==> src/rtl/core/pbl_pkg.sv <==
// Shared types and constants of the polyline box limiter.
package pbl_pkg;

  localparam int unsigned CoordW   = 32;
  localparam int unsigned ResSlots = 4;
  localparam int unsigned AddrW    = 4;

  typedef logic signed [CoordW-1:0] coord_t;

  // Configuration register indexes, taken from paddr[3:2].
  typedef enum logic [1:0] {
    REG_BOX_MIN_X = 2'd0,
    REG_BOX_MAX_X = 2'd1,
    REG_BOX_MIN_Y = 2'd2,
    REG_BOX_MAX_Y = 2'd3
  } reg_idx_t;

  // One result word as it waits in the output buffer.
  typedef struct packed {
    coord_t x;
    coord_t y;
    logic   close;
    logic   last;
  } res_t;

endpackage

==> src/rtl/core/polyline_box_limiter.sv <==
// Polyline box limiter: keeps the parts of a polyline that lie near a limit box.
//
// Vertices arrive on the s_ channel, one word per vertex, with s_tlast set on
// the final vertex of a polyline. Kept points and section end markers leave on
// the m_ channel; m_tuser marks an end marker, m_tlast the final result word of
// one vertex. A vertex may cause no result at all. The limit box is written over
// the APB-style port, by the user only while idle; the block does not enforce it.
//
// A vertex is captured in an input register. Once the result buffer is free, the
// whole result list for it (at most three words in practice, four slots are
// provided) is worked out in a single combinational pass from the input register
// and the line state, and loaded into a small result buffer that drains one word
// per cycle while the receiver is ready. A vertex's pass waits until the previous
// list is drained or leaving with its last word, so the single output channel
// limits the vertex rate. The next vertex is accepted while earlier results still
// drain.
//
// When the receiver stalls, the buffer holds its words and the input register
// fills, after which s_tready falls. Reset clears the box, the line state and
// both the input register and the result buffer.
module polyline_box_limiter (
  input  logic                    clk,
  input  logic                    rst,
  // Vertex input
  input  logic                    s_tvalid,
  output logic                    s_tready,
  input  logic [63:0]             s_tdata,   // [31:0] vertex_x, [63:32] vertex_y
  input  logic                    s_tlast,   // line_end
  // Result output
  output logic                    m_tvalid,
  input  logic                    m_tready,
  output logic [63:0]             m_tdata,   // [31:0] point_x, [63:32] point_y
  output logic                    m_tuser,   // section_close
  output logic                    m_tlast,   // run_last
  // Configuration
  input  logic                    psel,
  input  logic                    penable,
  input  logic                    pwrite,
  input  logic [pbl_pkg::AddrW-1:0] paddr,
  input  logic [31:0]             pwdata,
  output logic [31:0]             prdata,
  output logic                    pready
);
  import pbl_pkg::*;

  // Limit box registers, edges inclusive.
  coord_t box_min_x, box_max_x, box_min_y, box_max_y;

  // Line state.
  coord_t pending_x, pending_y, prev_emit_x, prev_emit_y;
  logic   pending_valid, section_active;

  // Input register.
  logic   in_valid, in_last;
  coord_t in_x, in_y;

  // Result buffer.
  res_t       res_buf [ResSlots];
  logic [1:0] rd_idx;
  logic [2:0] cnt;

  logic buf_free, compute_fire, cfg_write;

  // Results of the combinational pass.
  res_t       slot [ResSlots];
  logic [2:0] n_res;
  coord_t     px_next, py_next, ex_next, ey_next;
  logic       pv_next, sa_next;

  // ------------------------------------------------------------------
  // Configuration port
  // ------------------------------------------------------------------
  assign pready    = 1'b1;
  assign cfg_write = psel && penable && pwrite && pready;

  always_ff @(posedge clk) begin
    if (rst) begin
      box_min_x <= '0;
      box_max_x <= '0;
      box_min_y <= '0;
      box_max_y <= '0;
    end else if (cfg_write) begin
      unique case (reg_idx_t'(paddr[3:2]))
        REG_BOX_MIN_X: box_min_x <= pwdata;
        REG_BOX_MAX_X: box_max_x <= pwdata;
        REG_BOX_MIN_Y: box_min_y <= pwdata;
        REG_BOX_MAX_Y: box_max_y <= pwdata;
      endcase
    end
  end

  always_comb begin
    unique case (reg_idx_t'(paddr[3:2]))
      REG_BOX_MIN_X: prdata = box_min_x;
      REG_BOX_MAX_X: prdata = box_max_x;
      REG_BOX_MIN_Y: prdata = box_min_y;
      REG_BOX_MAX_Y: prdata = box_max_y;
    endcase
  end

  // ------------------------------------------------------------------
  // Handshakes
  // ------------------------------------------------------------------
  // The buffer can take a new list when empty or once its last word leaves this cycle.
  assign buf_free     = (cnt == 3'd0) || (cnt == 3'd1 && m_tready);
  assign compute_fire = in_valid && buf_free;
  assign s_tready     = !in_valid || compute_fire;

  always_ff @(posedge clk) begin
    if (rst) begin
      in_valid <= 1'b0;
    end else if (s_tvalid && s_tready) begin
      in_valid <= 1'b1;
    end else if (compute_fire) begin
      in_valid <= 1'b0;
    end
  end

  always_ff @(posedge clk) begin
    if (s_tvalid && s_tready) begin
      in_x    <= s_tdata[31:0];
      in_y    <= s_tdata[63:32];
      in_last <= s_tlast;
    end
  end

  // ------------------------------------------------------------------
  // Single pass over one vertex
  // ------------------------------------------------------------------
  always_comb begin
    logic   in_box, touch, go;
    logic   sa, pv;
    coord_t ex, ey, px, py;
    coord_t lox, hix, loy, hiy;
    logic [2:0] n;

    for (int i = 0; i < ResSlots; i++) slot[i] = '0;
    sa = section_active;
    pv = pending_valid;
    ex = prev_emit_x;
    ey = prev_emit_y;
    px = pending_x;
    py = pending_y;
    n  = 3'd0;

    in_box = (in_x >= box_min_x) && (in_x <= box_max_x) &&
             (in_y >= box_min_y) && (in_y <= box_max_y);
    lox = (px < in_x) ? px : in_x;
    hix = (px < in_x) ? in_x : px;
    loy = (py < in_y) ? py : in_y;
    hiy = (py < in_y) ? in_y : py;
    // With no pending vertex the segment test falls back to the open section.
    touch = pv ? ((lox <= box_max_x) && (hix >= box_min_x) &&
                  (loy <= box_max_y) && (hiy >= box_min_y)) : sa;
    go = in_box || touch;

    if (go) begin
      // Pending vertex first, then the vertex itself; repeats are dropped.
      if (pv) begin
        if (!(sa && px == ex && py == ey)) begin
          slot[n[1:0]].x = px;
          slot[n[1:0]].y = py;
          n  = n + 3'd1;
          ex = px;
          ey = py;
          sa = 1'b1;
        end
        pv = 1'b0;
      end
      if (!(sa && in_x == ex && in_y == ey)) begin
        slot[n[1:0]].x = in_x;
        slot[n[1:0]].y = in_y;
        n  = n + 3'd1;
        ex = in_x;
        ey = in_y;
        sa = 1'b1;
      end
    end else if (sa) begin
      // Leaving the box for good: flush the pending vertex, then end marker.
      if (pv && !(px == ex && py == ey)) begin
        slot[n[1:0]].x = px;
        slot[n[1:0]].y = py;
        n  = n + 3'd1;
        ex = px;
        ey = py;
      end
      slot[n[1:0]].close = 1'b1;
      n  = n + 3'd1;
      sa = 1'b0;
    end

    if (!in_box) begin
      px = in_x;
      py = in_y;
      pv = 1'b1;
    end

    if (in_last) begin
      if (sa) begin
        if (pv && !(px == ex && py == ey)) begin
          slot[n[1:0]].x = px;
          slot[n[1:0]].y = py;
          n  = n + 3'd1;
          ex = px;
          ey = py;
        end
        slot[n[1:0]].close = 1'b1;
        n = n + 3'd1;
      end
      pv = 1'b0;
      sa = 1'b0;
    end

    for (int i = 0; i < ResSlots; i++) begin
      slot[i].last = (n != 3'd0) && (3'(i) == n - 3'd1);
    end

    n_res   = n;
    px_next = px;
    py_next = py;
    ex_next = ex;
    ey_next = ey;
    pv_next = pv;
    sa_next = sa;
  end

  always_ff @(posedge clk) begin
    if (rst) begin
      pending_x      <= '0;
      pending_y      <= '0;
      prev_emit_x    <= '0;
      prev_emit_y    <= '0;
      pending_valid  <= 1'b0;
      section_active <= 1'b0;
    end else if (compute_fire) begin
      pending_x      <= px_next;
      pending_y      <= py_next;
      prev_emit_x    <= ex_next;
      prev_emit_y    <= ey_next;
      pending_valid  <= pv_next;
      section_active <= sa_next;
    end
  end

  // ------------------------------------------------------------------
  // Result buffer
  // ------------------------------------------------------------------
  always_ff @(posedge clk) begin
    if (rst) begin
      cnt    <= '0;
      rd_idx <= '0;
    end else if (compute_fire) begin
      cnt    <= n_res;
      rd_idx <= '0;
    end else if (m_tvalid && m_tready) begin
      cnt    <= cnt - 3'd1;
      rd_idx <= rd_idx + 2'd1;
    end
  end

  always_ff @(posedge clk) begin
    if (compute_fire) begin
      for (int i = 0; i < ResSlots; i++) res_buf[i] <= slot[i];
    end
  end

  assign m_tvalid = (cnt != 3'd0);
  assign m_tdata  = {res_buf[rd_idx].y, res_buf[rd_idx].x};
  assign m_tuser  = res_buf[rd_idx].close;
  assign m_tlast  = res_buf[rd_idx].last;

`ifndef SYNTHESIS
  // A new list is only loaded once the previous one is drained or its last word leaves.
  a_load_when_drained: assert property (@(posedge clk) disable iff (rst)
    compute_fire |-> (cnt == 3'd0 || (cnt == 3'd1 && m_tready)))
    else $error("result list loaded over undelivered words");

  // An end marker is always the final word caused by its vertex.
  a_close_is_last: assert property (@(posedge clk) disable iff (rst)
    (m_tvalid && m_tuser) |-> m_tlast)
    else $error("end marker not flagged as last word");

  // The final vertex of a polyline leaves no section open and nothing pending.
  a_line_end_clears: assert property (@(posedge clk) disable iff (rst)
    (compute_fire && in_last) |=> (!pending_valid && !section_active))
    else $error("line state survives end of polyline");

  // Coming out of reset the output buffer and the input register are empty.
  a_reset_empty: assert property (@(posedge clk)
    $past(rst) |-> (cnt == 3'd0 && !in_valid))
    else $error("buffer not empty after reset");
`endif

endmodule
==> config.mk <==
export PLATFORM = sky130hd
export DESIGN_NAME = polyline_box_limiter
export DESIGN_NICKNAME = d
export VERILOG_FILES = /design/src/rtl/core/pbl_pkg.sv /design/src/rtl/core/polyline_box_limiter.sv
export SDC_FILE = /design/constraint.sdc
export NUM_CORES = 2
export LEC_CHECK = 0
export BUFFER_PORTS_ARGS = -buffer_cell sky130_fd_sc_hd__buf_2
export CAP_MARGIN = 5
export CORE_ASPECT_RATIO = 0.9
export CORE_MARGIN = 2
export CORE_UTILIZATION = 38
export CTS_BUF_LIST = sky130_fd_sc_hd__clkbuf_8
export CTS_CLUSTER_DIAMETER = 200
export CTS_CLUSTER_SIZE = 20
export DETAILED_ROUTE_END_ITERATION = 8
export PLACE_DENSITY = 0.58
export SYNTH_ARGS = -nofsm -noshare
export SYNTH_HDL_FRONTEND = slang
export SYNTH_SLANG_ARGS = --single-unit
==> constraint.sdc <==
create_clock -name clk -period 10.05 [get_ports clk]
set_clock_uncertainty 0.05 [all_clocks]
set_input_delay 0.5025 -clock clk [delete_from_list [all_inputs] [get_ports clk]]
set_output_delay 0.5025 -clock clk [all_outputs]
set_load 0.01 [all_outputs]
## Yosys cells after proc, flatten, opt, wreduce, memory -nomap -nowiden

Memory sizes are Yosys's and may differ from the RTL's. A register that Yosys moved wholly into a read port is not among the register bits.
Cells that the tools add are included.

| storage, ports and cells | value |
|---|---|
| bits in registers | 329 |
| bits in writable memories | 264 |
| input bits | 108 |
| output and inout bits | 101 |
| logic and storage cells | 196 |
| memories kept | 1 |

| operators by class | value |
|---|---|
| add/subtract/negate cells | 7 |
| $lt $le $gt $ge | 18 |
| eq/ne operators | 13 |
| multiplexer cells | 91 |
| bitwise gates (word level) | 4 |
| reductions and logical operators | 46 |

Memory list:

| name | words | width | rd ports | clocked after Yosys merged registers in | wr ports | RTL line | text |
|---|---|---|---|---|---|---|---|
| res_buf | 4 | 66 | 1 | 1 | 4 | polyline_box_limiter.sv:58 | `res_t res_buf [ResSlots];` |

Operator list:

| cell | number |
|---|---|
| 264-bit 2-to-1 mux | 8 |
| 264-bit bitwise mux | 6 |
| 32-bit 2-to-1 mux | 26 |
| 66-bit demux with 2-bit select | 6 |
| 64-bit 2-to-1 mux | 6 |
| 32-bit equality test | 6 |
| 66-bit 2-to-1 mux | 2 |
| 32-bit >= comparator | 4 |
| 32-bit <= comparator | 4 |
| 32-bit case mux with 4 select lines | 1 |
| 34-bit 2-to-1 mux | 2 |
| 32-bit < comparator | 2 |
| 3-bit 2-to-1 mux | 13 |
| 1-bit logical AND | 28 |
| 1-bit 2-to-1 mux | 17 |
| 3-bit by 1-bit adder with 3-bit output, second input constant | 4 |
| 3-bit >= comparator, second input constant | 4 |
| 3-bit by 1-bit < comparator with 1-bit output, second input constant | 4 |
| 2-bit inverter with 3-bit output | 4 |
| 2-bit 2-to-1 mux | 4 |
| 2-bit AND reduction | 4 |
| 2-bit by 3-bit equality test with 1-bit output, first input constant | 2 |
| 3-bit zero test | 2 |
| 3-bit nonzero test | 2 |
| other kinds (11) | 18 |

## Logic depth before layout (Yosys ltp)

| depth | value |
|---|---|
| depth after elaboration | 29 |
| depth in mapped cells | 35 |
| mapped depth without buffers | 31 |

## Worst setup path after synthesis

OpenSTA, ideal clock, no wires.

| timing | value |
|---|---|
| kind | reg2reg |
| start point | register cnt[0] |
| end point | register cnt[0] |
| setup time | 0.172 ns |
| arrival time | 9.241 ns |
| required time | 9.828 ns |
| slack | 0.588 ns |
| stages on the path, launching flop included | 10 |
| path buffers | 1 |
| period minus slack after synthesis | 9.462 ns |
| path through | dfxtp_1 inv_1 ha_1 a21oi_1 nor2_1 nand2_1 inv_1 clkbuf_1 o21ai_0 a21oi_1 |

| between the ends | value |
|---|---|
| cells in the longest elaborated chain, start to end | 5 |
| elaborated cells between the ends (all ways) | 11 |
| those cells by class | 1 x add/sub; 1 x eq/ne; 2 x mux; 7 x reduce/logical |

Ends and longest elaborated chain:

| what | RTL line | text |
|---|---|---|
| start: declaration | polyline_box_limiter.sv:60 | `logic [2:0] cnt;` |
| start signal: assignment | polyline_box_limiter.sv:253 | `cnt <= n_res;` |
| start signal: assignment | polyline_box_limiter.sv:256 | `cnt <= cnt - 3'd1;` |
| 3-bit by 1-bit equality test with 1-bit output | polyline_box_limiter.sv:105 | `assign buf_free = (cnt == 3'd0) \|\| (cnt == 3'd1 && m_tready);` |
| 1-bit logical AND | polyline_box_limiter.sv:105 |  |
| 1-bit logical OR * | polyline_box_limiter.sv:105 |  |
| 1-bit logical AND * | polyline_box_limiter.sv:106 | `assign compute_fire = in_valid && buf_free;` |
| via compute_fire | polyline_box_limiter.sv:62 | `logic buf_free, compute_fire, cfg_write;` |
| 3-bit 2-to-1 mux / 2-bit nonzero test (equally long branches) | - |  |

The timed path passes the listed nets; every way through them passes the cells marked *. The select of a mux whose other input is x is not followed.
A chain may end at the register's enable or synchronous reset.

==> metrics.cfg <==
[synthesis]
yosys.area_share.simple_pct=13.9
synthArstFlopShare_pct=0
yosysUniqueCellTypes=79
syn-cell-area_mm2=0.0379
synth_compound_area_share_pct=13.4
ys_ff_latch=595
synth_mux_area_share_pct=12.2
syn_inst=3804
synth_seq_area_share_pct=40.2
synth_top_family_by_area=simple AND/OR/NAND/NOR gates
ys.flop_type=edfxtp_1
syn_avg_cell_area_um2=9.95
synth-adder-area-share_pct=10.8
synth_xor_xnor_area_share_pct=3.70
yosysWarnings=0
synth-edff-count=329

[global_routing]
grt_pass1_wl_um=220000
grt_pass1_vias=30277
gr-total-overflow=0
antenna_found_initial=6
grt_util_all_layers_pct=30.1
grt_max_degree=117

[clock_network]
clk_path_buf_depth=3
cts.sinks=595
clock-root-buffer=clkbuf_8
cts_tree=built
clkTransAtPathRegs_ns=0.14
clock_latency_ns=0.74
cts_resized=0
h-tree-depth=2
cts_buffers=35

[timing]
setup_tns_ns=0
rsz0062_at_grt=false
hold_viol_final=0
relSlewSlack_pct=20.0
setup_viol=0
min_period_ns=8.46
fmax_mhz=118
fin_crit_sh_pct=84.2
maxSlewViolCount=0
worstMarginPinSlew_ns=1.20

[setup_path]
required_ns=10.46
rr_endpoint=res_buf[1][0]$_DFFE_PP_
r2r_start=in_y[17]$_DFFE_PP_
cp_num_cells=31
crit_buf_inv=3
end_kind=register
crit_path_end=res_buf[1][0]$_DFFE_PP_
worstPathArrival_ns=8.87
slowest_delay_ns=0.53
criticalPathCategory=reg -> reg
worstSetupStartpoint=in_y[17]$_DFFE_PP_
cpMaxStageDelayCell=o22ai_4
critPathMaxFanout=15
reg2reg_depth=31
critPathLaunchType=register
reg2reg_slack_ns=1.59
crit_family=compound AO/OA/AOI/OAI gates

[cells_and_area]
syn2layout_area_growth_pct=12.5
nFillCells=9743
finalNonFillerCells=5473
largest_register_ffs=264
drive_gt1_share_pct=15.3
nets=4549
regMostFlops=res_buf

[worst_hold_path]
hold_class=in -> reg

[power]
ir_worst_vdd_uv=151
finalPower_w=0.00751
p_per_area_mw_per_mm2=176
total_leakage_power_nw=17.3

[die]
initial_core_util_pct=38.5
fp.dieW_um=337
rows=109
core_area_mm2=0.0985
ioPinCount=209
die_h_um=303
die_area_mm2=0.102

[drt]
num_vias=32026
routed_wl_um=157000
drt_iter0_drc=3867
routedWlPerCell_um=28.7
dr.pass1.iters=6
viasPerCell=5.85
antenna_left=0
drc=0

[flow_run]
maxCapViolations=0

[placement]
gp_congestion=1.05
hpwlAfterDp_um=113000
portBuffers=205
dp.cells=5311

[outcome]
outcome=finished, final reports clean

logic make-up after synthesis:
kind of cell    after synthesis
compound gates              763
xor+xnor                    160
fa+ha+maj                   327
buf+inv                     544
flops                       595
mux                         329
other cells                   2
simple gates               1084
metal layers:
| metal | global-route usage (%) | vias to the layer above | part of all wire [%] |
|---|---|---|---|
| met5 | 0 | - | 0 |
| met4 | 13.3 | 0 | 5.2 |
| met3 | 4.80 | 344 | 8.6 |
| met2 | 46.2 | 1594 | 43 |
| met1 | 41.8 | 15772 | 43 |
| li1 | - | 14316 | - |
cell usage after synthesis, drive strengths merged, types with 16 or more instances:
| library cell | number | area, µm² |
|---|---|---|
| mux4 | 98 | 2210 |
| ha | 327 | 4090 |
| clkbuf | 232 | 871 |
| nor4 | 35 | 240 |
| o211a | 64 | 641 |
| xnor2 | 101 | 885 |
| edfxtp | 329 | 9880 |
| and3 | 72 | 450 |
| nor2b | 74 | 470 |
| a21oi | 258 | 1290 |
| a21o | 50 | 375 |
| mux2 | 87 | 980 |
| o22ai | 23 | 144 |
| nand4 | 83 | 519 |
| a22o | 64 | 561 |
| o21ai | 141 | 709 |
| dfxtp | 266 | 5330 |
| nor2 | 197 | 739 |
| inv | 233 | 875 |
| nand2 | 377 | 1420 |
| a31oi | 16 | 100 |
| xor2 | 59 | 517 |
| a211oi | 18 | 140 |
| buf | 79 | 444 |
| o211ai | 18 | 135 |
| nand2b | 28 | 175 |
| nor3 | 101 | 505 |
| mux2i | 144 | 1440 |
| nand3 | 52 | 260 |
cell type report:
class | instances | area (µm²) | share of cell area, %
inverters | 233 | 883 | 2.07
well taps | 1332 | 1670 | 3.91
diodes | 3 | 7.51 | 0.0176
multi-input cells | 2792 | 21000 | 49.4
repair buffers | 457 | 3190 | 7.50
flip-flops and latches | 595 | 15200 | 35.7
clock inverters | 25 | 105 | 0.247
clock buffers | 36 | 495 | 1.16
what timing repair did:
item	in CTS	in global routing
hold endpoints to repair	192	0
hold buffers	98	0
setup buffers	0	0
metrics by stage:
step | hold WS [ns] | util, % | area, µm² | worst slack, ns
finish | 0.110 | 43.3 | 42600 | 1.59
global route | 0.110 | 43.3 | 42600 | 1.16
CTS | 0.0658 | 43.3 | 42600 | 1.77
detailed placement | 0.410 | 41.7 | 41000 | 1.81
global placement | 0.405 | 41.7 | 41000 | 1.87
floorplan | 0.396 | - | 38300 | 0.588
cell usage in the layout, fill, tap and decap left out, types with 8 or more instances in the layout:
cell,n
o211a_1,64
nor2b_1,73
a22o_1,64
edfxtp_1,329
nand3_1,50
dlygate4sd3_1,98
or2_2,14
buf_2,204
mux4_2,98
xnor2_1,101
nor4_1,33
nand2b_1,28
o2111ai_1,13
dfxtp_1,263
mux2_2,84
nand4_1,83
nor2_1,195
inv_1,249
a221oi_1,12
o21ai_1,14
o21ai_0,126
o21a_1,8
a22oi_1,9
xor2_1,59
ha_1,327
nand2_1,377
nor3_1,100
a2111oi_0,14
a21oi_1,255
conb_1,129
and3_1,71
a211oi_1,17
mux2i_1,144
a31oi_1,16
a21o_1,49
clkbuf_8,36
o211ai_1,18
buf_4,152
o22ai_1,22
where the power goes:
group          leakage, nW  switching [W]  internal (W)
Clock                0.385       0.000816      0.000342
Combinational         11.6        0.00196       0.00124
Sequential            5.29       0.000213       0.00294
Total                 17.3        0.00299       0.00453
tightest hold or removal path: stages:
cell and delay, ns:
buf_2 0.11, nand2_1 0.07, a221oi_1 0.07, nor2_1 0.08
worst min path at each step:
stage	start	cells past startpoint	endpoint	slack (ns)
final	m_tready	4	cnt[2]$_SDFFE_PP0P_	0.11
after CTS	m_tready	4	cnt[2]$_SDFFE_PP0P_	0.07
after global routing	m_tready	4	cnt[2]$_SDFFE_PP0P_	0.11
after floorplan	box_min_y[10]$_SDFFE_PP0P_	2	box_min_y[10]$_SDFFE_PP0P_	0.40
after global placement	box_min_x[16]$_SDFFE_PP0P_	2	box_min_x[16]$_SDFFE_PP0P_	0.41
after detailed placement	box_max_y[10]$_SDFFE_PP0P_	2	box_max_y[10]$_SDFFE_PP0P_	0.41
Power figures use the tool's default switching activity.
